[src/hdl/fltc_pkg.sv]
// ----------------------------------------------------------------------------
// Floor texture coordinate package
// Shared widths, fixed-point formats, register indexes and the structs that
// travel between the pipeline modules.
// ----------------------------------------------------------------------------
package fltc_pkg;

    // Fixed-point and texture set-up
    localparam int FRAC_BITS  = 16;
    localparam int TEX_WIDTH  = 64;
    localparam int TEX_HEIGHT = 64;
    localparam int POS_FRAC   = 16;   // fractional bits of the position
    localparam int DIR_FRAC   = 14;   // fractional bits of the ray directions

    // Field widths
    localparam int SCR_W   = 13;
    localparam int POS_W   = 28;
    localparam int DIR_W   = 16;
    localparam int ROW_W   = 13;
    localparam int COL_W   = 12;
    localparam int TEX_W   = 6;
    localparam int DATA_W  = 28;
    localparam int IDX_W   = 3;

    // Derived datapath widths
    localparam int RD_W      = SCR_W + FRAC_BITS - 1;   // row distance
    localparam int DIV_W     = RD_W + 2;                // divider numerator
    localparam int DEN_W     = 13;                      // divider divisor
    localparam int PROD_W    = RD_W + DIR_W;            // unsigned span product
    localparam int LPROD_W   = RD_W + 1 + DIR_W;        // signed left-ray product
    localparam int TEX_MUL_W = 11;                      // room for a size up to 1024

    // Register indexes
    localparam logic [IDX_W-1:0] REG_SCREEN_WIDTH  = 3'd0;
    localparam logic [IDX_W-1:0] REG_SCREEN_HEIGHT = 3'd1;
    localparam logic [IDX_W-1:0] REG_POS_X         = 3'd2;
    localparam logic [IDX_W-1:0] REG_POS_Y         = 3'd3;
    localparam logic [IDX_W-1:0] REG_LEFT_DIR_X    = 3'd4;
    localparam logic [IDX_W-1:0] REG_LEFT_DIR_Y    = 3'd5;
    localparam logic [IDX_W-1:0] REG_RIGHT_DIR_X   = 3'd6;
    localparam logic [IDX_W-1:0] REG_RIGHT_DIR_Y   = 3'd7;

    // Reset values
    localparam logic [SCR_W-1:0] RST_SCREEN_WIDTH  = 13'd640;
    localparam logic [SCR_W-1:0] RST_SCREEN_HEIGHT = 13'd480;
    localparam logic [POS_W-1:0] RST_POS           = 28'd0;
    localparam logic [DIR_W-1:0] RST_LEFT_DIR_X    = 16'h4000;   //  1.0
    localparam logic [DIR_W-1:0] RST_LEFT_DIR_Y    = 16'hD666;   // -0.65
    localparam logic [DIR_W-1:0] RST_RIGHT_DIR_X   = 16'h4000;   //  1.0
    localparam logic [DIR_W-1:0] RST_RIGHT_DIR_Y   = 16'h299A;   //  0.65

    // Per-axis settings worked out from the raw registers
    typedef struct packed {
        logic                 neg;        // right minus left ray is negative
        logic [DIR_W-1:0]     mag;        // magnitude of right minus left ray
        logic [DIR_W-1:0]     left;       // left ray, signed Q2.14
        logic [FRAC_BITS-1:0] pos_frac;   // fraction of the aligned position
    } axis_t;

    typedef struct packed {
        logic [DEN_W-1:0] den;            // screen width, zero taken as one
        axis_t            x;
        axis_t            y;
    } cfg_t;

    // Sideband that rides through a divider beside the quotient
    typedef struct packed {
        logic [COL_W-1:0]     col;
        logic                 neg;
        logic [FRAC_BITS-1:0] lterm;      // fraction of rowdist * left ray
    } tag_t;

endpackage

[src/hdl/fltc_span.sv]
// ----------------------------------------------------------------------------
// Floor texture coordinate span multiplier
// Scales the ray spread and the left ray by the row distance, one stage,
// and hands the spread products on to the step dividers.
// ----------------------------------------------------------------------------
module fltc_span (
    input  logic                       clk,
    input  logic                       rst_n,
    input  logic                       in_valid,
    input  logic [fltc_pkg::RD_W-1:0]  rowdist,
    input  logic [fltc_pkg::COL_W-1:0] col,
    input  fltc_pkg::cfg_t             cfg,
    output logic                       out_valid,
    output logic [fltc_pkg::DIV_W-1:0] mag_x,
    output logic [fltc_pkg::DIV_W-1:0] mag_y,
    output fltc_pkg::tag_t             tag_x,
    output fltc_pkg::tag_t             tag_y
);

    logic                               vld_reg;
    logic [fltc_pkg::PROD_W-1:0]        pmx;
    logic [fltc_pkg::PROD_W-1:0]        pmy;
    logic signed [fltc_pkg::LPROD_W-1:0] plx;
    logic signed [fltc_pkg::LPROD_W-1:0] ply;
    logic signed [fltc_pkg::LPROD_W-1:0] rd_s;
    logic [fltc_pkg::DIV_W-1:0]         mag_x_reg;
    logic [fltc_pkg::DIV_W-1:0]         mag_y_reg;
    fltc_pkg::tag_t                     tag_x_reg;
    fltc_pkg::tag_t                     tag_y_reg;

    // Row distance times ray spread magnitude
    assign pmx = {{fltc_pkg::DIR_W{1'b0}}, rowdist} * {{fltc_pkg::RD_W{1'b0}}, cfg.x.mag};
    assign pmy = {{fltc_pkg::DIR_W{1'b0}}, rowdist} * {{fltc_pkg::RD_W{1'b0}}, cfg.y.mag};

    // Row distance times left ray, signed
    assign rd_s = $signed({{(fltc_pkg::DIR_W+1){1'b0}}, rowdist});
    assign plx  = rd_s * $signed({{(fltc_pkg::RD_W+1){cfg.x.left[fltc_pkg::DIR_W-1]}},
                                  cfg.x.left});
    assign ply  = rd_s * $signed({{(fltc_pkg::RD_W+1){cfg.y.left[fltc_pkg::DIR_W-1]}},
                                  cfg.y.left});

    always_ff @(posedge clk or negedge rst_n)
    begin
        if (!rst_n)
        begin
            vld_reg <= 1'b0;
        end
        else
        begin
            vld_reg <= in_valid;
        end
    end

    // Drop the ray fraction; keep only the point fraction of the left term
    always_ff @(posedge clk)
    begin
        mag_x_reg       <= pmx[fltc_pkg::PROD_W-1:fltc_pkg::DIR_FRAC];
        mag_y_reg       <= pmy[fltc_pkg::PROD_W-1:fltc_pkg::DIR_FRAC];
        tag_x_reg.col   <= col;
        tag_x_reg.neg   <= cfg.x.neg;
        tag_x_reg.lterm <= plx[fltc_pkg::DIR_FRAC+fltc_pkg::FRAC_BITS-1:fltc_pkg::DIR_FRAC];
        tag_y_reg.col   <= col;
        tag_y_reg.neg   <= cfg.y.neg;
        tag_y_reg.lterm <= ply[fltc_pkg::DIR_FRAC+fltc_pkg::FRAC_BITS-1:fltc_pkg::DIR_FRAC];
    end

    assign out_valid = vld_reg;
    assign mag_x     = mag_x_reg;
    assign mag_y     = mag_y_reg;
    assign tag_x     = tag_x_reg;
    assign tag_y     = tag_y_reg;

endmodule

[config.mk]
export PLATFORM = sky130hd
export DESIGN_NAME = fltc_span
export DESIGN_NICKNAME = d
export VERILOG_FILES = /design/src/hdl/fltc_pkg.sv /design/src/hdl/fltc_span.sv
export SDC_FILE = /design/constraint.sdc
export NUM_CORES = 2
export LEC_CHECK = 0
export BUFFER_PORTS_ARGS = -buffer_cell sky130_fd_sc_hd__buf_2
export CELL_PAD_IN_SITES_DETAIL_PLACEMENT = 1
export CELL_PAD_IN_SITES_GLOBAL_PLACEMENT = 2
export CORE_MARGIN = 3
export CORE_UTILIZATION = 37
export CTS_BUF_LIST = sky130_fd_sc_hd__clkbuf_8
export DETAILED_ROUTE_END_ITERATION = 8
export GPL_TIMING_DRIVEN = 0
export PLACE_DENSITY = 0.89
export SLEW_MARGIN = 15
export SYNTH_ARGS = -nofsm -noshare
export SYNTH_HDL_FRONTEND = slang
export SYNTH_SLANG_ARGS = --single-unit
[constraint.sdc]
create_clock -name clk -period 0.8 [get_ports clk]
set_input_delay 0.04 -clock clk [delete_from_list [all_inputs] [get_ports clk]]
set_output_delay 0.04 -clock clk [all_outputs]
set_load 0.005 [all_outputs]
==> results.toml <==
[synth]
synth_edf_count = 0
synth_area_per_cell_sq_um = 8.88
ys.flop_type = "dfxtp_1"
synthTopCellsByCount = "1426 x inv_1, 1272 x fa_1, 992 x nand2_1"
synth_top_area_frac = 0.506
syn_area_sq_um = 50300
yosys.cell_count.top_type = "inv_1"
synth_nets = 7484
synth_area_leaders = "fa_1 51%, inv_1 11%, ha_1 9.8%"
ys_seq_area_frac = 0.0427
synthCells = 5664
yosysWarnings = 0
ys_seq_elements = 107
synthArstFlopShare = 0.00935
synth_largest_area_cell = "fa_1"
synthDistinctLibCells = 58

[worst_setup_path]
crit_type = "primary input to flip-flop"
cpMostUsedCell = "fa_1"
crit_chain = "clkbuf_16 -> clkbuf_16 -> nand2_1 -> fa_1 -> inv_1 -> fa_1 -> fa_1 -> fa_2 -> fa_1 -> inv_1 -> fa_1 -> inv_1 -> ha_4 -> o21a_1 -> o32a_1 -> nand2_1 -> or4b_4 -> a21o_4 -> a21bo_4 -> a21boi_4 -> o21ai_2 -> a211oi_2"
crit_arrival_ps = 6140
critPathMaxStageDelay_ps = 600
path_depth = 22
required_ps = 1300
startpoint_type = "primary input"
slowest_stage = "fa_1"
crit_family = "adder cells"
critPathMaxFanout = 6
path_buf_inv = 5
end_kind = "flip-flop"

[sta]
fin_crit_ps = 5640
setup-violations-final = 211
finalMaxSlewViolations = 0
rsz0062_at_grt = "yes"
fin_crit_sh = 7.05
tightest_slew_ps = 869
slew-limit-headroom = 0.421
hold_violations = 0
fin_ws_ps = -4840
fmax_mhz = 177

[route]
via_count = 41400
first_pass_iters = 5
viasPerCell = 5.24
drc = 0
detail_route.wl_per_cell_um = 25.8
final_antenna_net_count = 1
drt_iter0_markers = 3073
routed_wirelength_um = 203000

[floorplanning]
die_x_um = 375
dieArea_sq_um = 140000
pin_count = 273
die_height_um = 375
core.rowCount = 134
start_util = 0.375
coreArea_sq_um = 134000

[clock_network]
cts_buffer_depth = 2
root_buffer = "clkbuf_8"
cts.sinks = 107
cts_tree = "built"
h-tree-depth = 3
numCtsBuffers = 9
clk_pin_slew_ps = 120

[placed_design]
port_buffers = 167
dp_slack_ps = -7020
dp_hpwl_um = 158000
place_area_sq_um = 55100
gp_congestion = 0.960

[power_and_ir_drop]
leakage_nw = 31.0
vdd_drop_max_uv = 7110
power_density_nw_per_um2 = 5210
totalPowerFinal_w = 0.320

[global_routing]
grt_max_degree = 19
grt.total_usage = 0.291
first_global_vias = 46400
grt_pass1_wl_um = 298000
antenna_found_initial = 40
grt.overflow.total = 0

[finish]
multi_input_area_sq_um = 43100
stdcell_area_sq_um = 61500
nets = 7914
area_growth_pct = 22.2
layout-drive-gt1-share = 0.182
regArea_sq_um = 2200
num-fill-cells = 15300

[hold_path]
hp-class = "primary input to flip-flop"
holdPathStages = 2

[job]
cap_violations = 0

[status]
violations = "antenna violations, negative setup slack"
status = "finished with violations"
## kinds of logic (layout without fill, tap and decap cells)
group	Yosys count	in the layout	synth area share
buffers and inverters	1771	2206	0.133
AOI/OAI and AO/OA	205	205	0.0277
and+or+nand+nor	1778	1778	0.169
xor gates and xnor gates	137	137	0.0238
adders and majority gates	1666	1666	0.604
DFF	107	107	0.0427
other	0	28	0
## timing repair
item | in CTS | in global routing
pin swaps | 132 | 139
setup buffers | 156 | 75
gates resized for setup | 742 | 207
endpoints found under the hold margin | 16 | 0
endpoints found under the setup margin | 211 | 211
gates cloned | 5 | 2
hold buffers | 17 | 0
## metrics by stage
| step | util | hold slack, ps | TNS (ps) | std cells |
|---|---|---|---|---|
| 2_1_floorplan | - | -256 | -395830 | 5664 |
| 3_3_place_gp | 0.410 | -184 | -585130 | 7599 |
| 3_5_place_dp | 0.410 | -184 | -584970 | 7599 |
| 4_1_cts | 0.448 | 29.5 | -427040 | 7793 |
| 5_1_grt | 0.457 | 75.0 | -450760 | 7871 |
| 6_report | 0.458 | 96.5 | -431380 | 7895 |
## cell usage in the layout (no fill, tap or decap), drive strengths merged, types with 56 or more instances in the layout
master / instances
nor2: 60
nand2: 992
dfxtp: 106
fa: 1272
xnor2: 102
and2: 621
clkbuf: 303
inv: 1428
buf: 452
ha: 394
a21oi: 56
## power by group
| group | switching (W) | internal (W) | total (W) |
|---|---|---|---|
| clock | 0.00281 | 0.00123 | 0.00404 |
| sequential | 0.000847 | 0.0108 | 0.0116 |
| combinational | 0.159 | 0.145 | 0.304 |
| total | 0.163 | 0.157 | 0.320 |
## area by class of cell
cell class	count	share of cell area
Clock buffer	10	0.00224
Timing Repair Buffer	420	0.0539
Inverter	1428	0.0872
Antenna cell	28	0.00114
Buffer	342	0.0819
Clock inverter	6	0.000794
Tap cell	1768	0.0360
Sequential cell	107	0.0358
Multi-Input combinational cell	3786	0.701
## path summary, 6_finish.rpt
kind / slack, ps / start / endpoint
worst max-delay path: -4840 / rowdist[9] / mag_y[27]
worst min-delay path: 100 / col[9] / tag_y[26]
max in group asynchronous: 420 / rst_n / out_valid
min in group asynchronous: 280 / rst_n / out_valid
## layer usage
layer  part of all wire  GRT usage  vias up  routed length (um)
li1                   -          -    17000                   -
met1               0.37      0.349    21800               74900
met2               0.47      0.472     2048               95100
met3               0.10     0.0860      574               21200
met4              0.060      0.152       20               12100
met5            0.00069          0        -                 141
No activity file was read; power rests on OpenSTA's default activity.
