`config.mk`:
```
export PLATFORM = sky130hd
export DESIGN_NAME = fltc_div
export DESIGN_NICKNAME = d
export VERILOG_FILES = /design/src/hdl/fltc_pkg.sv /design/src/hdl/fltc_div.sv
export SDC_FILE = /design/constraint.sdc
export NUM_CORES = 2
export LEC_CHECK = 0
export ABC_AREA = 1
export BUFFER_PORTS_ARGS = -buffer_cell sky130_fd_sc_hd__buf_2
export CAP_MARGIN = 20
export CORE_ASPECT_RATIO = 1.75
export CORE_MARGIN = 5
export CORE_UTILIZATION = 50
export DETAILED_ROUTE_END_ITERATION = 10
export MAX_ROUTING_LAYER = met4
export PLACE_DENSITY = 0.77
export SYNTH_ARGS = -nofsm -noshare
export SYNTH_HDL_FRONTEND = slang
export SYNTH_SLANG_ARGS = --single-unit
```
`constraint.sdc`:
```
create_clock -name clk -period 3.89 [get_ports clk]
set_input_delay 0.5835 -clock clk [delete_from_list [all_inputs] [get_ports clk]]
set_output_delay 0.5835 -clock clk [all_outputs]
set_load 0.05 [all_outputs]
```
`src/hdl/fltc_pkg.sv`:
```
// ----------------------------------------------------------------------------
// Floor texture coordinate package
// Shared widths, fixed-point formats, register indexes and the structs that
// travel between the pipeline modules.
// ----------------------------------------------------------------------------
package fltc_pkg;

    // Fixed-point and texture set-up
    localparam int FRAC_BITS  = 16;
    localparam int TEX_WIDTH  = 64;
    localparam int TEX_HEIGHT = 64;
    localparam int POS_FRAC   = 16;   // fractional bits of the position
    localparam int DIR_FRAC   = 14;   // fractional bits of the ray directions

    // Field widths
    localparam int SCR_W   = 13;
    localparam int POS_W   = 28;
    localparam int DIR_W   = 16;
    localparam int ROW_W   = 13;
    localparam int COL_W   = 12;
    localparam int TEX_W   = 6;
    localparam int DATA_W  = 28;
    localparam int IDX_W   = 3;

    // Derived datapath widths
    localparam int RD_W      = SCR_W + FRAC_BITS - 1;   // row distance
    localparam int DIV_W     = RD_W + 2;                // divider numerator
    localparam int DEN_W     = 13;                      // divider divisor
    localparam int PROD_W    = RD_W + DIR_W;            // unsigned span product
    localparam int LPROD_W   = RD_W + 1 + DIR_W;        // signed left-ray product
    localparam int TEX_MUL_W = 11;                      // room for a size up to 1024

    // Register indexes
    localparam logic [IDX_W-1:0] REG_SCREEN_WIDTH  = 3'd0;
    localparam logic [IDX_W-1:0] REG_SCREEN_HEIGHT = 3'd1;
    localparam logic [IDX_W-1:0] REG_POS_X         = 3'd2;
    localparam logic [IDX_W-1:0] REG_POS_Y         = 3'd3;
    localparam logic [IDX_W-1:0] REG_LEFT_DIR_X    = 3'd4;
    localparam logic [IDX_W-1:0] REG_LEFT_DIR_Y    = 3'd5;
    localparam logic [IDX_W-1:0] REG_RIGHT_DIR_X   = 3'd6;
    localparam logic [IDX_W-1:0] REG_RIGHT_DIR_Y   = 3'd7;

    // Reset values
    localparam logic [SCR_W-1:0] RST_SCREEN_WIDTH  = 13'd640;
    localparam logic [SCR_W-1:0] RST_SCREEN_HEIGHT = 13'd480;
    localparam logic [POS_W-1:0] RST_POS           = 28'd0;
    localparam logic [DIR_W-1:0] RST_LEFT_DIR_X    = 16'h4000;   //  1.0
    localparam logic [DIR_W-1:0] RST_LEFT_DIR_Y    = 16'hD666;   // -0.65
    localparam logic [DIR_W-1:0] RST_RIGHT_DIR_X   = 16'h4000;   //  1.0
    localparam logic [DIR_W-1:0] RST_RIGHT_DIR_Y   = 16'h299A;   //  0.65

    // Per-axis settings worked out from the raw registers
    typedef struct packed {
        logic                 neg;        // right minus left ray is negative
        logic [DIR_W-1:0]     mag;        // magnitude of right minus left ray
        logic [DIR_W-1:0]     left;       // left ray, signed Q2.14
        logic [FRAC_BITS-1:0] pos_frac;   // fraction of the aligned position
    } axis_t;

    typedef struct packed {
        logic [DEN_W-1:0] den;            // screen width, zero taken as one
        axis_t            x;
        axis_t            y;
    } cfg_t;

    // Sideband that rides through a divider beside the quotient
    typedef struct packed {
        logic [COL_W-1:0]     col;
        logic                 neg;
        logic [FRAC_BITS-1:0] lterm;      // fraction of rowdist * left ray
    } tag_t;

endpackage

```
`src/hdl/fltc_div.sv`:
```
// ----------------------------------------------------------------------------
// Floor texture coordinate pipelined divider
// Unsigned restoring divider, one quotient bit per stage, a new word each
// cycle. A sideband tag travels with every word.
// ----------------------------------------------------------------------------
module fltc_div (
    input  logic                       clk,
    input  logic                       rst_n,
    input  logic                       in_valid,
    input  logic [fltc_pkg::DIV_W-1:0] in_num,
    input  logic [fltc_pkg::DEN_W-1:0] in_den,
    input  fltc_pkg::tag_t             in_tag,
    output logic                       out_valid,
    output logic [fltc_pkg::DIV_W-1:0] out_quo,
    output fltc_pkg::tag_t             out_tag
);

    localparam int STEPS = fltc_pkg::DIV_W;

    logic [STEPS-1:0]               vld_reg;
    logic [fltc_pkg::DEN_W-1:0]     rem_reg  [STEPS];
    logic [fltc_pkg::DEN_W-1:0]     rem_next [STEPS];
    logic [fltc_pkg::DIV_W-1:0]     nq_reg   [STEPS];
    logic [fltc_pkg::DIV_W-1:0]     nq_next  [STEPS];
    logic [fltc_pkg::DEN_W-1:0]     den_reg  [STEPS];
    fltc_pkg::tag_t                 tag_reg  [STEPS];
    logic [fltc_pkg::DEN_W-1:0]     src_rem  [STEPS];
    logic [fltc_pkg::DIV_W-1:0]     src_nq   [STEPS];
    logic [fltc_pkg::DEN_W-1:0]     src_den  [STEPS];
    fltc_pkg::tag_t                 src_tag  [STEPS];
    logic [fltc_pkg::DEN_W:0]       trial    [STEPS];
    logic [fltc_pkg::DEN_W:0]       diff     [STEPS];
    logic [STEPS-1:0]               ge;

    // Feed each stage from the one before it, the first from the ports
    always_comb
    begin
        src_rem[0] = '0;
        src_nq[0]  = in_num;
        src_den[0] = in_den;
        src_tag[0] = in_tag;
        for (int k = 1; k < STEPS; k++)
        begin
            src_rem[k] = rem_reg[k-1];
            src_nq[k]  = nq_reg[k-1];
            src_den[k] = den_reg[k-1];
            src_tag[k] = tag_reg[k-1];
        end
    end

    // Shift in the next numerator bit, subtract where the divisor fits
    always_comb
    begin
        for (int k = 0; k < STEPS; k++)
        begin
            trial[k]    = {src_rem[k], src_nq[k][fltc_pkg::DIV_W-1]};
            diff[k]     = trial[k] - {1'b0, src_den[k]};
            ge[k]       = (trial[k] >= {1'b0, src_den[k]});
            rem_next[k] = ge[k] ? diff[k][fltc_pkg::DEN_W-1:0]
                                : trial[k][fltc_pkg::DEN_W-1:0];
            nq_next[k]  = {src_nq[k][fltc_pkg::DIV_W-2:0], ge[k]};
        end
    end

    // Advance the valid bits
    always_ff @(posedge clk or negedge rst_n)
    begin
        if (!rst_n)
        begin
            vld_reg <= '0;
        end
        else
        begin
            vld_reg <= {vld_reg[STEPS-2:0], in_valid};
        end
    end

    // Advance the payload
    always_ff @(posedge clk)
    begin
        for (int k = 0; k < STEPS; k++)
        begin
            rem_reg[k] <= rem_next[k];
            nq_reg[k]  <= nq_next[k];
            den_reg[k] <= src_den[k];
            tag_reg[k] <= src_tag[k];
        end
    end

    assign out_valid = vld_reg[STEPS-1];
    assign out_quo   = nq_reg[STEPS-1];
    assign out_tag   = tag_reg[STEPS-1];

endmodule

```
==> metrics.md <==
| Metric | Value |
|---|---|
| Sequential share of the synthesized area | `60.86%` |
| Initial antenna violation count | `4` |
| Synth cell types | `39` |
| Die Width | `320.3 um` |
| WP data required | `4580 ps` |
| Clock Path Buffers | `4` |
| DRT Pass-1 Iters | `6` |
| Mapped Avg Cell Area | `9.693 um^2` |
| Max reg flops | `900` |
| Peak VDD IR | `0.0004135 V` |
| Initial detailed-routing violation count | `2310` |
| Register-to-register setup slack | `1320 ps` |
| Final hold violations | `0` |
| Largest stage delay on the critical path | `480 ps` |
| Critical-path top delay cell | `nand3_2` |
| Antenna-violating nets left | `0` |
| Initial core utilization | `50.21%` |
| Largest net degree at the start of global routing | `31` |
| Syn Inst Count | `8693` |
| Fin crit share | `65.94%` |
| DIE AREA | `177200 um^2` |
| Num Clock Sinks | `2554` |
| LEAKAGE | `0.04760 uW` |
| Port-buffer cells | `134` |
| CTS tree | `built` |
| Final Cell Area | `94870 um^2` |
| Post-synth net total | `9175` |
| Final setup viols | `0` |
| Number of synthesized register bits | `2554` |
| Vias post-DR | `52976` |
| Global-route wire length before repair | `284.6 mm` |
| Dpl cell area | `86660 um^2` |
| R2R cell count | `11` |
| Final setup TNS | `0 ps` |
| Clock Skews | `58.65 ps` |
| Maxcap violations | `0` |
| Layout Nets | `9490` |
| Routed wire length per instance | `16.06 um` |
| Overall routed net length | `183.2 mm` |
| Vias in the first global route | `53729` |
| Total Routing Usage GR | `21.04%` |
| Fmax | `389.9 MHz` |
| Gpl congestion | `0.9642` |
| GRT Residual Overflow | `0` |
| DRC | `0` |
| Critical path class | `flip-flop to flip-flop` |
| Mapped Area | `84260 um^2` |
| Vias per Instance | `4.646` |
| I/O pin cnt | `135` |
| Ys flop type | `dfxtp_1` |
| Core footprint | `167800 um^2` |
| Synth Warn # | `0` |
| CTS buffer count | `217` |
| Slew margin rel. | `47.52%` |
| Post-CTS Resized | `0` |
| Reg clk slew, reported paths | `70 ps` |
| Crit path cell chain | `ha_1, inv_1, fa_1, nand2_1, nand2_1, nand3_1, nand2_1, nand2_2, nand3_2, nand2_1, o21ai_2` |
| Cell Pwr Density | `810.5 nW/um^2` |
| Hold path cells | `0` |
| Crit path arrival time | `3260 ps` |
| Number of synthesized flops with an enable pin | `0` |
| Worst Tran Pin Value | `785.4 ps` |
| P&R area growth vs syn | `12.60%` |
| Most used cell, CP | `nand2_1` |
| RSZ-0062 raised after global routing | `no` |
| Worst skew pair latency | `840 ps` |
| Crit-path max FO | `22` |
| Chip height | `553.1 um` |
| Critical Path Source Type | `flip-flop` |
| Hpwl dp | `143.3 mm` |
| Hold Path Class | `flip-flop to flip-flop` |
| Period minus WS final | `2565 ps` |
| Layout cells sized above 1 | `12.34%` |
| Worst Setup End Kind | `flip-flop` |
| Root buf cell | `clkbuf_16` |
| Fraction of registers with async set/reset | `1.175%` |
| H-tree depth | `4` |
| Cell row count | `199` |
| Fin. max-slew vios | `0` |
| Status | `completed` |
==> critical path, delay by kind of cell, from the launching register on <==
family | cells | cell delay, ps
AOI/OAI and AO/OA | 1 | 80
adders and majority gates | 2 | 630
buffers and inverters | 1 | 70
DFF | 1 | 440
and+or+nand+nor | 7 | 1220
==> Yosys cell counts, types with 3 or more instances <==
cell | count | share of area, %
nand3_4 | 10 | 0.21
inv_1 | 1571 | 7.0
and2_1 | 4 | 0.030
a21oi_4 | 26 | 0.50
nor2_4 | 30 | 0.40
dfrtp_1 | 30 | 0.89
nand3_2 | 133 | 1.6
buf_8 | 9 | 0.16
nand2_2 | 130 | 0.97
nor2_2 | 81 | 0.60
nand2_1 | 2147 | 9.6
dfxtp_1 | 2524 | 60
nand4_4 | 18 | 0.45
buf_4 | 30 | 0.27
o21ai_2 | 146 | 1.5
nor3_4 | 12 | 0.23
o21ai_0 | 12 | 0.071
fa_1 | 28 | 0.67
a31oi_1 | 6 | 0.045
nand2_4 | 7 | 0.094
buf_6 | 46 | 0.61
o21ai_1 | 61 | 0.36
nand3_1 | 359 | 2.1
nand4_1 | 286 | 2.1
buf_2 | 27 | 0.16
xor2_1 | 150 | 1.6
and2_2 | 6 | 0.053
nor2_1 | 255 | 1.1
ha_1 | 379 | 5.6
nand4_2 | 3 | 0.045
a21oi_1 | 116 | 0.69
nor3_1 | 5 | 0.030
inv_2 | 38 | 0.17
==> repair_timing <==
action / 4_1_cts / 5_1_grt
buffers inserted: 0 / 0
hold buffers: 74 / 0
hold endpoints to repair: 103 / 0
==> cell type report <==
type,count,area [um^2]
repair buffers,209,1419
flip-flops and latches,2554,51280
inverters,1609,6040
well taps,2211,2766
clock inverters,106,1429
fillers,14745,72940
clock buffers,282,5996
multi-input cells,4417,25910
diodes,15,37.54
==> logic make-up (layout without fill, tap and decap cells) <==
group | after synthesis | after routing | synth area share (%)
buf+inv | 1722 | 2206 | 8.394
fa+ha+maj | 407 | 407 | 6.293
other cells | 0 | 15 | 0
simple gates | 3490 | 3490 | 19.68
xor+xnor | 150 | 150 | 1.559
compound gates | 370 | 370 | 3.216
flops | 2554 | 2554 | 60.86
==> through the flow <==
step                total power (uW)  util (%)  hold WS [ps]  std cells  setup WS [ps]
finish                         76900     56.53         277.8      11403           1325
global route                   81860     56.53         293.2      11402           1094
CTS                            77840     56.51         251.4      11387           1286
detailed placement             55290     51.64         312.1      10925           1287
global placement               55010     51.64         309.5      10925           1308
floorplan                      49870         -         287.9       8693           2035
==> layout by cell type (no fill, tap or decap), types with 30 or more instances in the layout <==
cell type,n
inv_2,38
xor2_1,150
nor2_1,255
clkbuf_8,30
inv_1,1571
nand3_1,359
dlygate4sd3_1,74
nand3_2,133
nor2_2,81
nand4_1,286
nand2_2,130
dfrtp_1,30
clkbuf_16,218
a21oi_1,116
ha_1,379
o21ai_2,146
dfxtp_1,2524
nand2_1,2147
o21ai_1,61
clkbuf_1,34
buf_2,134
nor2_4,30
==> final timing paths <==
check | start | end
setup / recovery | den_reg[0][104] | rem_reg[0][124]
hold / removal | tag_reg[1][74] | tag_reg[1][103]
setup reg to reg | den_reg[0][104] | rem_reg[0][124]
hold reg to reg | tag_reg[1][74] | tag_reg[1][103]
max in group asynchronous | rst_n | vld_reg[12]
min in group asynchronous | rst_n | vld_reg[26]
==> per-layer routing <==
layer,vias up,GRT usage (%),routed length [um]
met5,-,-,0
met4,0,15.76,17000
met3,658,2.436,5179
met2,1087,41.27,103000
met1,23954,17.69,58040
li1,27277,-,-
==> report_power, final <==
| part | internal, uW | switching [uW] |
|---|---|---|
| clock | 12800 | 9360 |
| sequential | 30200 | 2430 |
| combinational | 7490 | 14600 |
Power figures use the tool's default switching activity.
