## src/hdl/fltc_pkg.sv

```systemverilog
// ----------------------------------------------------------------------------
// Floor texture coordinate package
// Shared widths, fixed-point formats, register indexes and the structs that
// travel between the pipeline modules.
// ----------------------------------------------------------------------------
package fltc_pkg;

    // Fixed-point and texture set-up
    localparam int FRAC_BITS  = 16;
    localparam int TEX_WIDTH  = 64;
    localparam int TEX_HEIGHT = 64;
    localparam int POS_FRAC   = 16;   // fractional bits of the position
    localparam int DIR_FRAC   = 14;   // fractional bits of the ray directions

    // Field widths
    localparam int SCR_W   = 13;
    localparam int POS_W   = 28;
    localparam int DIR_W   = 16;
    localparam int ROW_W   = 13;
    localparam int COL_W   = 12;
    localparam int TEX_W   = 6;
    localparam int DATA_W  = 28;
    localparam int IDX_W   = 3;

    // Derived datapath widths
    localparam int RD_W      = SCR_W + FRAC_BITS - 1;   // row distance
    localparam int DIV_W     = RD_W + 2;                // divider numerator
    localparam int DEN_W     = 13;                      // divider divisor
    localparam int PROD_W    = RD_W + DIR_W;            // unsigned span product
    localparam int LPROD_W   = RD_W + 1 + DIR_W;        // signed left-ray product
    localparam int TEX_MUL_W = 11;                      // room for a size up to 1024

    // Register indexes
    localparam logic [IDX_W-1:0] REG_SCREEN_WIDTH  = 3'd0;
    localparam logic [IDX_W-1:0] REG_SCREEN_HEIGHT = 3'd1;
    localparam logic [IDX_W-1:0] REG_POS_X         = 3'd2;
    localparam logic [IDX_W-1:0] REG_POS_Y         = 3'd3;
    localparam logic [IDX_W-1:0] REG_LEFT_DIR_X    = 3'd4;
    localparam logic [IDX_W-1:0] REG_LEFT_DIR_Y    = 3'd5;
    localparam logic [IDX_W-1:0] REG_RIGHT_DIR_X   = 3'd6;
    localparam logic [IDX_W-1:0] REG_RIGHT_DIR_Y   = 3'd7;

    // Reset values
    localparam logic [SCR_W-1:0] RST_SCREEN_WIDTH  = 13'd640;
    localparam logic [SCR_W-1:0] RST_SCREEN_HEIGHT = 13'd480;
    localparam logic [POS_W-1:0] RST_POS           = 28'd0;
    localparam logic [DIR_W-1:0] RST_LEFT_DIR_X    = 16'h4000;   //  1.0
    localparam logic [DIR_W-1:0] RST_LEFT_DIR_Y    = 16'hD666;   // -0.65
    localparam logic [DIR_W-1:0] RST_RIGHT_DIR_X   = 16'h4000;   //  1.0
    localparam logic [DIR_W-1:0] RST_RIGHT_DIR_Y   = 16'h299A;   //  0.65

    // Per-axis settings worked out from the raw registers
    typedef struct packed {
        logic                 neg;        // right minus left ray is negative
        logic [DIR_W-1:0]     mag;        // magnitude of right minus left ray
        logic [DIR_W-1:0]     left;       // left ray, signed Q2.14
        logic [FRAC_BITS-1:0] pos_frac;   // fraction of the aligned position
    } axis_t;

    typedef struct packed {
        logic [DEN_W-1:0] den;            // screen width, zero taken as one
        axis_t            x;
        axis_t            y;
    } cfg_t;

    // Sideband that rides through a divider beside the quotient
    typedef struct packed {
        logic [COL_W-1:0]     col;
        logic                 neg;
        logic [FRAC_BITS-1:0] lterm;      // fraction of rowdist * left ray
    } tag_t;

endpackage

```

## src/hdl/fltc_cfg.sv

```systemverilog
// ----------------------------------------------------------------------------
// Floor texture coordinate configuration registers
// Holds the eight settings and registers the per-axis values derived from
// them (ray spread, its sign, the aligned position fraction).
// ----------------------------------------------------------------------------
module fltc_cfg (
    input  logic                        clk,
    input  logic                        rst_n,
    input  logic                        cfg_valid,
    output logic                        cfg_ready,
    input  logic [fltc_pkg::IDX_W-1:0]  cfg_index,
    input  logic [fltc_pkg::DATA_W-1:0] cfg_data,
    output logic [fltc_pkg::SCR_W-1:0]  height,
    output fltc_pkg::cfg_t              cfg
);

    logic [fltc_pkg::SCR_W-1:0] width_reg;
    logic [fltc_pkg::SCR_W-1:0] height_reg;
    logic [fltc_pkg::POS_W-1:0] pos_x_reg;
    logic [fltc_pkg::POS_W-1:0] pos_y_reg;
    logic [fltc_pkg::DIR_W-1:0] left_x_reg;
    logic [fltc_pkg::DIR_W-1:0] left_y_reg;
    logic [fltc_pkg::DIR_W-1:0] right_x_reg;
    logic [fltc_pkg::DIR_W-1:0] right_y_reg;
    fltc_pkg::cfg_t             cfg_reg;
    fltc_pkg::cfg_t             cfg_next;
    logic                       wr_en;

    // Work out one axis from its position and its two rays
    function automatic fltc_pkg::axis_t make_axis(
        input logic [fltc_pkg::POS_W-1:0] pos,
        input logic [fltc_pkg::DIR_W-1:0] left,
        input logic [fltc_pkg::DIR_W-1:0] right
    );
        logic signed [fltc_pkg::DIR_W:0]                 diff;
        logic signed [fltc_pkg::DIR_W:0]                 ndiff;
        logic [fltc_pkg::POS_W+fltc_pkg::FRAC_BITS-1:0]  pos_ext;
        logic [fltc_pkg::POS_W+fltc_pkg::FRAC_BITS-1:0]  pos_aln;
        fltc_pkg::axis_t                                 ax;
        diff    = $signed({right[fltc_pkg::DIR_W-1], right})
                - $signed({left[fltc_pkg::DIR_W-1], left});
        ndiff   = -diff;
        pos_ext = {pos, {fltc_pkg::FRAC_BITS{1'b0}}};
        pos_aln = pos_ext >> fltc_pkg::POS_FRAC;
        ax.neg      = diff[fltc_pkg::DIR_W];
        ax.mag      = diff[fltc_pkg::DIR_W] ? ndiff[fltc_pkg::DIR_W-1:0]
                                            : diff[fltc_pkg::DIR_W-1:0];
        ax.left     = left;
        ax.pos_frac = pos_aln[fltc_pkg::FRAC_BITS-1:0];
        return ax;
    endfunction

    // Always ready; a write is registered when it is taken
    assign cfg_ready = 1'b1;
    assign wr_en     = cfg_valid & cfg_ready;

    // Take a configuration word
    always_ff @(posedge clk or negedge rst_n)
    begin
        if (!rst_n)
        begin
            width_reg   <= fltc_pkg::RST_SCREEN_WIDTH;
            height_reg  <= fltc_pkg::RST_SCREEN_HEIGHT;
            pos_x_reg   <= fltc_pkg::RST_POS;
            pos_y_reg   <= fltc_pkg::RST_POS;
            left_x_reg  <= fltc_pkg::RST_LEFT_DIR_X;
            left_y_reg  <= fltc_pkg::RST_LEFT_DIR_Y;
            right_x_reg <= fltc_pkg::RST_RIGHT_DIR_X;
            right_y_reg <= fltc_pkg::RST_RIGHT_DIR_Y;
        end
        else if (wr_en)
        begin
            case (cfg_index)
                fltc_pkg::REG_SCREEN_WIDTH:  width_reg   <= cfg_data[fltc_pkg::SCR_W-1:0];
                fltc_pkg::REG_SCREEN_HEIGHT: height_reg  <= cfg_data[fltc_pkg::SCR_W-1:0];
                fltc_pkg::REG_POS_X:         pos_x_reg   <= cfg_data[fltc_pkg::POS_W-1:0];
                fltc_pkg::REG_POS_Y:         pos_y_reg   <= cfg_data[fltc_pkg::POS_W-1:0];
                fltc_pkg::REG_LEFT_DIR_X:    left_x_reg  <= cfg_data[fltc_pkg::DIR_W-1:0];
                fltc_pkg::REG_LEFT_DIR_Y:    left_y_reg  <= cfg_data[fltc_pkg::DIR_W-1:0];
                fltc_pkg::REG_RIGHT_DIR_X:   right_x_reg <= cfg_data[fltc_pkg::DIR_W-1:0];
                fltc_pkg::REG_RIGHT_DIR_Y:   right_y_reg <= cfg_data[fltc_pkg::DIR_W-1:0];
                default:                     width_reg   <= width_reg;
            endcase
        end
    end

    // Derive the per-axis settings; an item needs them only many stages in
    always_comb
    begin
        cfg_next.den = (width_reg == '0) ? fltc_pkg::DEN_W'(1) : width_reg;
        cfg_next.x   = make_axis(pos_x_reg, left_x_reg, right_x_reg);
        cfg_next.y   = make_axis(pos_y_reg, left_y_reg, right_y_reg);
    end

    always_ff @(posedge clk)
    begin
        cfg_reg <= cfg_next;
    end

    assign height = height_reg;
    assign cfg    = cfg_reg;

endmodule

```

## config.mk

```make
export PLATFORM = sky130hd
export DESIGN_NAME = fltc_cfg
export DESIGN_NICKNAME = d
export VERILOG_FILES = /design/src/hdl/fltc_pkg.sv /design/src/hdl/fltc_cfg.sv
export SDC_FILE = /design/constraint.sdc
export NUM_CORES = 1
export LEC_CHECK = 0
export BUFFER_PORTS_ARGS = -buffer_cell sky130_fd_sc_hd__clkbuf_2
export CORE_UTILIZATION = 50
export CTS_BUF_LIST = sky130_fd_sc_hd__clkbuf_16
export DETAILED_ROUTE_END_ITERATION = 16
export PLACE_DENSITY = 0.71
export SYNTH_ARGS = -nofsm -noshare
export SYNTH_HDL_FRONTEND = slang
export SYNTH_SLANG_ARGS = --single-unit
```

## constraint.sdc

```tcl
create_clock -name clk -period 8.45 [get_ports clk]
set_clock_uncertainty 0.2 [all_clocks]
set_input_delay 0.4225 -clock clk [delete_from_list [all_inputs] [get_ports clk]]
set_output_delay 0.4225 -clock clk [all_outputs]
set_load 0.005 [all_outputs]
```

==> impl_metrics.ini <==
[clock_tree]
cts_buffer_depth = 3
postCtsSetupBuffers = 0
cts_buffers = 25
cts_tree = built
cts_resized = 0
cts-root-buf = clkbuf_16
cts.sinks = 233
clkLatencyLatePin_ns = 0.53
htree_levels = 1
clk_pin_slew_ns = 0.06

[timing]
fin_crit_sh_pct = 40.0
final-hold-violation-count = 0
slew_headroom_pct = 17.8
finalCriticalPeriod_ns = 3.38
holdWs_ns = 0.0193
fmax_ghz = 0.296
fin_tns_setup_ns = 0
rsz0062_at_grt = false
setup_viol = 0
worst-slew-pin-transition_ns = 1.23
slew_viol_final = 0

[global_routing]
grt_pass1_wl_um = 31300
grt.total_usage_pct = 20.4
antenna_found_initial = 1
overflow = 0
grt_max_degree = 73
grt_pass1_vias = 5967

[critical_path]
criticalPathCategory = reg -> reg
cp_max_fo = 7
cp-end-kind = flip-flop
startpoint_type = flip-flop
crit_required_ns = 8.66
crit_arrival_ns = 3.59

[outcome]
status = complete, no violations

[pwr]
total_power_w = 0.00413
power_leakage_nw = 5.16
vdd_drop_max_mv = 0.190
power_density_nw_per_um2 = 366

[floorplan]
start_util_pct = 51.7
die_w_um = 139
coreArea_um2 = 18300
rows = 49
ios = 159
die-area_um2 = 19500
die_h_um = 139

[placement]
dp_cells = 1132
io_buffers = 145
place.gp.congestion = 0.815
dpl.hpwl_um = 13700

[synthesis]
synth_seq_cells = 233
avgSynthCellArea_um2 = 12.0
yosys-top-cells-area = dfrtp_1 26%, dfxtp_1 24%, mux2_2 13%, dfstp_2 6.7%, ha_1 4.5%
synth_ff_type = dfxtp_1
synth_common_cells = 111 x dfxtp_1, 107 x mux2_2, 98 x dfrtp_1, 47 x inv_1, 39 x nand2_1
synth_most_common_cell = dfxtp_1
syn-num-nets = 859
async_reset_ff_share_pct = 52.4
yosysUniqueCellTypes = 78
netlist_area_um2 = 9450
synth_top_area_share_pct = 26.0
yosysSeqAreaShare_pct = 56.1
syn_inst = 789
ys_warn_count = 0
synth_edf_count = 0
synth_top_cell_by_area = dfrtp_1

[drt]
first_pass_iters = 4
drc = 0
routedWlPerCell_um = 16.6
ant_nets = 0
drtIter0Drc = 291
viasPerCell = 5.28
drt_wl_total_um = 19600
vias = 6221

[min_path]
hold_path_class = in -> reg

[layout]
nNetsFinal = 1001
largest_reg_flops = 111
drive_gt1_share_pct = 36.1
diodes = 0
final_cells = 1179
area_growth_pct = 19.2

[job]
max-cap-violations = 0
[worst max-delay path: stages (launching register included)]
cell and delay [ns]:
dfstp_2 0.54, inv_1 0.06, fa_1 0.45, nand2b_1 0.21
a21oi_4 0.25, o2111ai_2 0.16, and4_1 0.22, a311oi_1 0.64
nor2b_1 0.10, a221oi_1 0.33, nand3_1 0.11
[through the flow]
stage          util, %  area (um^2)  setup WS [ns]
6_report          61.7        11300           5.07
5_1_grt           61.7        11300           4.87
3_3_place_gp      56.7        10400           5.16
4_1_cts           61.7        11300           5.11
3_5_place_dp      56.7        10400           5.12
2_1_floorplan        -         9450           5.42
[metal layers]
metal | wire (um) | GRT usage, %
met4 | 493 | 6.26
met3 | 928 | 3.96
met5 | 0 | 0
met1 | 9260 | 27.9
met2 | 8940 | 32.7
[area by class of cell]
type	instances	area [um^2]
Timing Repair Buffer	150	768
Inverter	49	184
Sequential cell	233	5310
Fill cell	1502	7000
Tap cell	229	287
Clock inverter	21	279
Clock buffer	25	626
Multi-Input combinational cell	472	3820
[cell usage in the layout, fill, tap and decap left out, types with 24 or more instances in the layout]
cell,Yosys,routed
clkbuf_2,0,144
dfxtp_1,111,111
mux2_2,107,107
dfrtp_1,98,98
inv_1,47,49
nand2_1,39,39
nor2_1,35,35
ha_1,34,34
o21ai_0,31,31
xnor2_1,29,29
clkbuf_16,0,25
dfstp_2,24,24
[power by group]
group	leakage [nW]	internal (W)	total, W	switching (W)
Clock	0.438	0.000729	0.00118	0.000449
Sequential	2.37	0.00144	0.00156	0.000124
Combinational	2.36	0.000643	0.00138	0.000742
[logic make-up (layout without fill, tap and decap cells)]
| group | after synthesis | count (layout) | synth area share (%) |
|---|---|---|---|
| AOI/OAI and AO/OA | 123 | 123 | 9.31 |
| xor gates and xnor gates | 43 | 43 | 3.99 |
| adders and majority gates | 36 | 36 | 4.93 |
| buffers and inverters | 84 | 245 | 3.61 |
| DFF | 233 | 233 | 56.1 |
| muxes | 109 | 109 | 13.0 |
| other | 1 | 1 | 0.0397 |
| and+or+nand+nor | 160 | 160 | 8.96 |
[final timing paths]
path,from,to,slack [ns],depth (start not counted)
setup / recovery,right_y_reg[1]$_DFFE_PN1P_,cfg[47]$_DFF_P_,5.07,10
hold / removal,cfg_data[14],left_x_reg[14]$_DFFE_PN1P_,0.02,3
setup reg to reg,right_y_reg[1]$_DFFE_PN1P_,cfg[47]$_DFF_P_,5.07,10
hold reg to reg,pos_x_reg[7]$_DFFE_PN0P_,cfg[56]$_DFF_P_,0.16,0
max in group asynchronous,rst_n,pos_y_reg[8]$_DFFE_PN0P_,6.37,3
min in group asynchronous,rst_n,right_y_reg[15]$_DFFE_PN0P_,0.28,2
[repair_timing]
| action | in CTS | in global routing |
|---|---|---|
| setup endpoints to repair | 0 | 0 |
| hold buffers | 1 | 0 |
| endpoints found under the hold margin | 42 | 0 |
(Power assumes the default switching activity.)
