## config.mk

```make
export PLATFORM = sky130hd
export DESIGN_NAME = fltc_point
export DESIGN_NICKNAME = d
export VERILOG_FILES = /design/src/hdl/fltc_pkg.sv /design/src/hdl/fltc_point.sv
export SDC_FILE = /design/constraint.sdc
export NUM_CORES = 1
export LEC_CHECK = 0
export BUFFER_PORTS_ARGS = -buffer_cell sky130_fd_sc_hd__clkbuf_2
export CAP_MARGIN = 20
export CORE_ASPECT_RATIO = 1.1
export CORE_MARGIN = 5
export CORE_UTILIZATION = 25
export DETAILED_ROUTE_END_ITERATION = 10
export MAX_ROUTING_LAYER = met4
export PLACE_DENSITY_LB_ADDON = 0.25
export SLEW_MARGIN = 20
export SYNTH_ARGS = -nofsm -noshare
export SYNTH_HDL_FRONTEND = slang
export SYNTH_SLANG_ARGS = --single-unit
export TNS_END_PERCENT = 50
```

## constraint.sdc

```tcl
create_clock -name clk -period 2.9 [get_ports clk]
set_clock_uncertainty 0.2 [all_clocks]
set_input_delay 0.58 -clock clk [delete_from_list [all_inputs] [get_ports clk]]
set_output_delay 0.58 -clock clk [all_outputs]
set_load 0.01 [all_outputs]
```

## src/hdl/fltc_pkg.sv

```systemverilog
// ----------------------------------------------------------------------------
// Floor texture coordinate package
// Shared widths, fixed-point formats, register indexes and the structs that
// travel between the pipeline modules.
// ----------------------------------------------------------------------------
package fltc_pkg;

    // Fixed-point and texture set-up
    localparam int FRAC_BITS  = 16;
    localparam int TEX_WIDTH  = 64;
    localparam int TEX_HEIGHT = 64;
    localparam int POS_FRAC   = 16;   // fractional bits of the position
    localparam int DIR_FRAC   = 14;   // fractional bits of the ray directions

    // Field widths
    localparam int SCR_W   = 13;
    localparam int POS_W   = 28;
    localparam int DIR_W   = 16;
    localparam int ROW_W   = 13;
    localparam int COL_W   = 12;
    localparam int TEX_W   = 6;
    localparam int DATA_W  = 28;
    localparam int IDX_W   = 3;

    // Derived datapath widths
    localparam int RD_W      = SCR_W + FRAC_BITS - 1;   // row distance
    localparam int DIV_W     = RD_W + 2;                // divider numerator
    localparam int DEN_W     = 13;                      // divider divisor
    localparam int PROD_W    = RD_W + DIR_W;            // unsigned span product
    localparam int LPROD_W   = RD_W + 1 + DIR_W;        // signed left-ray product
    localparam int TEX_MUL_W = 11;                      // room for a size up to 1024

    // Register indexes
    localparam logic [IDX_W-1:0] REG_SCREEN_WIDTH  = 3'd0;
    localparam logic [IDX_W-1:0] REG_SCREEN_HEIGHT = 3'd1;
    localparam logic [IDX_W-1:0] REG_POS_X         = 3'd2;
    localparam logic [IDX_W-1:0] REG_POS_Y         = 3'd3;
    localparam logic [IDX_W-1:0] REG_LEFT_DIR_X    = 3'd4;
    localparam logic [IDX_W-1:0] REG_LEFT_DIR_Y    = 3'd5;
    localparam logic [IDX_W-1:0] REG_RIGHT_DIR_X   = 3'd6;
    localparam logic [IDX_W-1:0] REG_RIGHT_DIR_Y   = 3'd7;

    // Reset values
    localparam logic [SCR_W-1:0] RST_SCREEN_WIDTH  = 13'd640;
    localparam logic [SCR_W-1:0] RST_SCREEN_HEIGHT = 13'd480;
    localparam logic [POS_W-1:0] RST_POS           = 28'd0;
    localparam logic [DIR_W-1:0] RST_LEFT_DIR_X    = 16'h4000;   //  1.0
    localparam logic [DIR_W-1:0] RST_LEFT_DIR_Y    = 16'hD666;   // -0.65
    localparam logic [DIR_W-1:0] RST_RIGHT_DIR_X   = 16'h4000;   //  1.0
    localparam logic [DIR_W-1:0] RST_RIGHT_DIR_Y   = 16'h299A;   //  0.65

    // Per-axis settings worked out from the raw registers
    typedef struct packed {
        logic                 neg;        // right minus left ray is negative
        logic [DIR_W-1:0]     mag;        // magnitude of right minus left ray
        logic [DIR_W-1:0]     left;       // left ray, signed Q2.14
        logic [FRAC_BITS-1:0] pos_frac;   // fraction of the aligned position
    } axis_t;

    typedef struct packed {
        logic [DEN_W-1:0] den;            // screen width, zero taken as one
        axis_t            x;
        axis_t            y;
    } cfg_t;

    // Sideband that rides through a divider beside the quotient
    typedef struct packed {
        logic [COL_W-1:0]     col;
        logic                 neg;
        logic [FRAC_BITS-1:0] lterm;      // fraction of rowdist * left ray
    } tag_t;

endpackage

```

## src/hdl/fltc_point.sv

```systemverilog
// ----------------------------------------------------------------------------
// Floor texture coordinate point and texel stages
// Signs the row step, adds position, left term and column times step in
// the fractional bits only, then scales the fraction to a texel index.
// ----------------------------------------------------------------------------
module fltc_point (
    input  logic                           clk,
    input  logic                           rst_n,
    input  logic                           in_valid,
    input  logic [fltc_pkg::DIV_W-1:0]     quo_x,
    input  logic [fltc_pkg::DIV_W-1:0]     quo_y,
    input  fltc_pkg::tag_t                 tag_x,
    input  fltc_pkg::tag_t                 tag_y,
    input  fltc_pkg::cfg_t                 cfg,
    output logic                           out_valid,
    output logic [fltc_pkg::TEX_W-1:0]     tex_x,
    output logic [fltc_pkg::TEX_W-1:0]     tex_y
);

    localparam int CS_W = fltc_pkg::COL_W + fltc_pkg::FRAC_BITS;
    localparam int TP_W = fltc_pkg::FRAC_BITS + fltc_pkg::TEX_MUL_W;

    logic [fltc_pkg::FRAC_BITS-1:0] step_x;
    logic [fltc_pkg::FRAC_BITS-1:0] step_y;
    logic [CS_W-1:0]                cs_x;
    logic [CS_W-1:0]                cs_y;
    logic                           a_vld_reg;
    logic [fltc_pkg::FRAC_BITS-1:0] cs_x_reg;
    logic [fltc_pkg::FRAC_BITS-1:0] cs_y_reg;
    logic [fltc_pkg::FRAC_BITS-1:0] ls_x_reg;
    logic [fltc_pkg::FRAC_BITS-1:0] ls_y_reg;
    logic [fltc_pkg::FRAC_BITS-1:0] ls_x_next;
    logic [fltc_pkg::FRAC_BITS-1:0] ls_y_next;
    logic [fltc_pkg::FRAC_BITS-1:0] frac_x;
    logic [fltc_pkg::FRAC_BITS-1:0] frac_y;
    logic [TP_W-1:0]                tp_x;
    logic [TP_W-1:0]                tp_y;
    logic                           b_vld_reg;
    logic [fltc_pkg::TEX_W-1:0]     tex_x_reg;
    logic [fltc_pkg::TEX_W-1:0]     tex_y_reg;

    // Step truncates toward zero, so negate the magnitude quotient
    assign step_x = tag_x.neg ? ('0 - quo_x[fltc_pkg::FRAC_BITS-1:0])
                              : quo_x[fltc_pkg::FRAC_BITS-1:0];
    assign step_y = tag_y.neg ? ('0 - quo_y[fltc_pkg::FRAC_BITS-1:0])
                              : quo_y[fltc_pkg::FRAC_BITS-1:0];

    // Column times step; only the fraction reaches the texel
    assign cs_x = {{fltc_pkg::FRAC_BITS{1'b0}}, tag_x.col} * {{fltc_pkg::COL_W{1'b0}}, step_x};
    assign cs_y = {{fltc_pkg::FRAC_BITS{1'b0}}, tag_y.col} * {{fltc_pkg::COL_W{1'b0}}, step_y};

    assign ls_x_next = tag_x.lterm + cfg.x.pos_frac;
    assign ls_y_next = tag_y.lterm + cfg.y.pos_frac;

    // Final sum wraps by floor, then scale by the texture size
    assign frac_x = cs_x_reg + ls_x_reg;
    assign frac_y = cs_y_reg + ls_y_reg;
    assign tp_x   = {{fltc_pkg::TEX_MUL_W{1'b0}}, frac_x} * TP_W'(fltc_pkg::TEX_WIDTH);
    assign tp_y   = {{fltc_pkg::TEX_MUL_W{1'b0}}, frac_y} * TP_W'(fltc_pkg::TEX_HEIGHT);

    // Advance the valid bits
    always_ff @(posedge clk or negedge rst_n)
    begin
        if (!rst_n)
        begin
            a_vld_reg <= 1'b0;
            b_vld_reg <= 1'b0;
        end
        else
        begin
            a_vld_reg <= in_valid;
            b_vld_reg <= a_vld_reg;
        end
    end

    // Hold the partial sums, then the texel words
    always_ff @(posedge clk)
    begin
        cs_x_reg  <= cs_x[fltc_pkg::FRAC_BITS-1:0];
        cs_y_reg  <= cs_y[fltc_pkg::FRAC_BITS-1:0];
        ls_x_reg  <= ls_x_next;
        ls_y_reg  <= ls_y_next;
        tex_x_reg <= tp_x[fltc_pkg::FRAC_BITS+fltc_pkg::TEX_W-1:fltc_pkg::FRAC_BITS];
        tex_y_reg <= tp_y[fltc_pkg::FRAC_BITS+fltc_pkg::TEX_W-1:fltc_pkg::FRAC_BITS];
    end

    assign out_valid = b_vld_reg;
    assign tex_x     = tex_x_reg;
    assign tex_y     = tex_y_reg;

endmodule

```

==> results.tsv <==
stage	metric	value	unit
outcome	outcome	finished, violations left	
outcome	failing checks	setup timing	
cts	CTS root buffer	clkbuf_16	
yosys	Synth top cells by count	inv_1, nand2_1, fa_1, ha_1, xnor2_1	
placement	DP HPWL	23400	um
worst_setup_path	critical path arrival	5840	ps
routing	DR vias	9261	
routing	Iteration-0 DRC Markers	249	
worst_setup_path	Worst setup EP type	flip-flop	
worst_setup_path	Top delay family on crit path	adder cells	
power_and_ir_drop	Clk pwr share	7.0	%
timing	Final period util	200	%
worst_setup_path	WP data required	2940	ps
finish	area occupied by registers	1570	um2
worst_hold_path	hold_sp	in_valid	
finish	utilization after layout	34.7	%
yosys	Synth top area share	28.5	%
grt	total track usage	11.8	%
yosys	Post-synth ARST share	2.56	%
yosys	Synth cell types	55	
routing	# DRC	0	
finish	share of cells above drive strength 1	32.1	%
finish	Fill cells	4651	
yosys	Synth Flop Type	dfxtp_1	
yosys	Ys Warns	0	
worst_setup_path	worst-path cell with the longest stage delay	or4_4	
worst_setup_path	CP most frequent cell	xnor2_1	
power_and_ir_drop	Comb pwr share	82.7	%
power_and_ir_drop	Net Switching	7.08	mW
yosys	Synth area leader	fa_1	
yosys	Synth Instances	1311	
placement	Final GP Congestion	0.823	
yosys	Post-synth EDFFs	0	
worst_setup_path	launch point of the critical path	quo_x[4]	
grt	initial antenna violation count	0	
cts	buffer depth of the longest clock path	2	
worst_setup_path	worst reg2reg startpoint	cs_y_reg[1]$_DFF_P_	
timing	min cycle time layout	5800	ps
worst_setup_path	Setup crit start kind	input pin	
yosys	post-synthesis sequential area ratio	14.0	%
power_and_ir_drop	Peak VDD IR	820	uV
yosys	Post-Syn Area	11200	um2
grt	vias in the first global route	10100	
timing	Max Slew Vio Count	0	
grt	global route overflow	0	
cts	latest clock arrival within the worst-skew pair	350	ps
placement	DP Cell Count	2184	
timing	Worst Max-Slew Pin Slew	430	ps
grt	first-pass GRT wire length	46400	um
floorplanning	Die Y	232	um
routing	Avg WL per Cell	12.2	um
timing	WHS	137	ps
yosys	Mapped Nets	1829	
timing	fmax	0.172	GHz
routing	number of nets with antenna violations after routing	0	
timing	headroom to the max-slew limit	71.2	%
power_and_ir_drop	Switching Fraction	41.3	%
yosys	Avg Cell Area, Syn	8.56	um2
power_and_ir_drop	Lkg Pwr	7.67	nW
power_and_ir_drop	Int Pwr	10.1	mW
power_and_ir_drop	Pwr Total	17.1	mW
grt	largest net degree at the start of global routing	13	
cts	clk slew on worst S/H paths	60	ps
worst_setup_path	Critical Path, Cell by Cell	clkbuf_2 -> or4_4 -> or2_1 -> o21ai_2 -> xnor2_2 -> nand2_1 -> fa_1 -> inv_1 -> fa_1 -> fa_1 -> inv_1 -> fa_1 -> fa_2 -> xnor2_2 -> xnor2_1 -> xnor2_1 -> xnor2_1 -> xnor2_1 -> xnor2_1 -> xnor2_1 -> xnor3_1 -> xnor2_1	
yosys	most numerous cell in the Yosys netlist	inv_1	
routing	Pre-antenna DRT Iters	4	
finish	Nets	2156	
placement	number of port buffers	137	
floorplanning	core area	44400	um2
power_and_ir_drop	pwr dens	1110	nW/um2
cts	Clock Sink Count	78	
floorplanning	I/O Pins	245	
timing	RSZ-0062 raised after global routing	yes	
finish	area of the multi-input gates	9440	um2
cts	# H-tree levels	3	
routing	Routed WL	27200	um
worst_setup_path	kind of critical path	input pin to flip-flop	
cts	CTS tree	yes	
finish	ANT cells	0	
finish	Area Growth Syn to Fin	37.4	%
cts	total CTS buffers	9	
timing	final setup violation count	25	
worst_setup_path	Worst Path Max Fanout	7	
finish	non-filler cells in the finished layout	2222	
routing	Via-to-Cell Ratio	4.17	
power_and_ir_drop	sequential power share	10.3	%
worst_hold_path	Hold WC Path Type	input pin to flip-flop	
floorplanning	Die Width	212	um
timing	post-route setup TNS	-46970	ps
floorplanning	Die ar.	49200	um2
run	Max-Cap Viols	0	
timing	final worst setup slack	-2900	ps
yosys	Yosys reg bits	78	
worst_setup_path	Worst Path Buf+Inv	3	
floorplanning	# rows	81	
worst_setup_path	crit-path max cell delay	610	ps
yosys	Area contributors post-synth	fa_1, ha_1, dfxtp_1	
floorplanning	Initial Util	25.3	%
timing	Fin. Hold Viols	0	
metal layers:
layer / global-route usage, % / vias up / routed length (um)
met2: 21.0 / 111 / 14100
met1: 13.9 / 4402 / 12000
met4: 3.22 / 0 / 438
li1: - / 4718 / -
met3: 1.53 / 30 / 690
met5: - / - / 0
per-stage QoR:
step	setup WS (ps)	instance area [um2]
4_1_cts	-2880	15000
3_3_place_gp	-3240	14400
3_5_place_dp	-3360	14400
6_report	-2900	15400
2_1_floorplan	-3060	11700
5_1_grt	-3150	15400
cell families after synthesis:
family / after synthesis / synth area share [%]
AOI/OAI and AO/OA: 138 / 8.42
xor gates and xnor gates: 108 / 8.86
adders and majority gates: 286 / 42.6
buffers and inverters: 293 / 9.96
DFF: 78 / 14.0
muxes: 2 / 0.178
and+or+nand+nor: 406 / 16.0
power by group through the flow:
stage	sequential [mW]	combinational [mW]	clock [mW]
2_1_floorplan	1.78	8.79	0
3_3_place_gp	1.80	12.6	0
3_5_place_dp	1.79	12.7	0
4_1_cts	1.77	13.5	1.27
5_1_grt	1.80	16.3	1.30
6_report	1.76	14.2	1.21
repair_timing:
action | in CTS | in global routing
gates cloned | 0 | 0
setup buffers | 14 | 12
pin swaps | 47 | 57
gates resized for setup | 65 | 76
setup endpoints to repair | 29 | 34
endpoints found under the hold margin | 2 | 0
hold buffers | 1 | 0
cell usage in the layout (no fill, tap or decap), drive strengths merged, types with 7 or more instances in the layout:
cell    Yosys  routed
and2       47      47
o41ai       8       8
nor2       51      51
fa        160     160
a21o       10      10
nor3       13      13
xor2       18      18
a21oi      30      30
nand2     241     241
a21boi     12      12
xnor2      87      87
ha        126     126
or2         7       7
nand3      12      12
o21ai      35      35
clkbuf     28     146
or4         7       7
buf         8     215
dfxtp      76      76
inv       257     257
o21a        7       7
path summary, 6_finish.rpt:
path / to / slack [ps] / cells after the start
min: a_vld_reg$_DFF_PN0_ / 140 / 1
min reg2reg: out_valid$_DFF_PN0_ / 150 / 0
max reg2reg: tex_y[5]$_DFF_P_ / 200 / 10
max in group asynchronous: out_valid$_DFF_PN0_ / 2060 / 2
min in group asynchronous: a_vld_reg$_DFF_PN0_ / 350 / 2
max: cs_x_reg[15]$_DFF_P_ / -2900 / 22
cell type report:
type,count,area share [%]
Timing Repair Buffer,352,15.5
Inverter,257,6.27
Clock buffer,10,1.55
Clock inverter,4,0.471
Tap cell,581,4.72
Multi-Input combinational cell,940,61.2
Sequential cell,78,10.2
(Power assumes the default switching activity.)
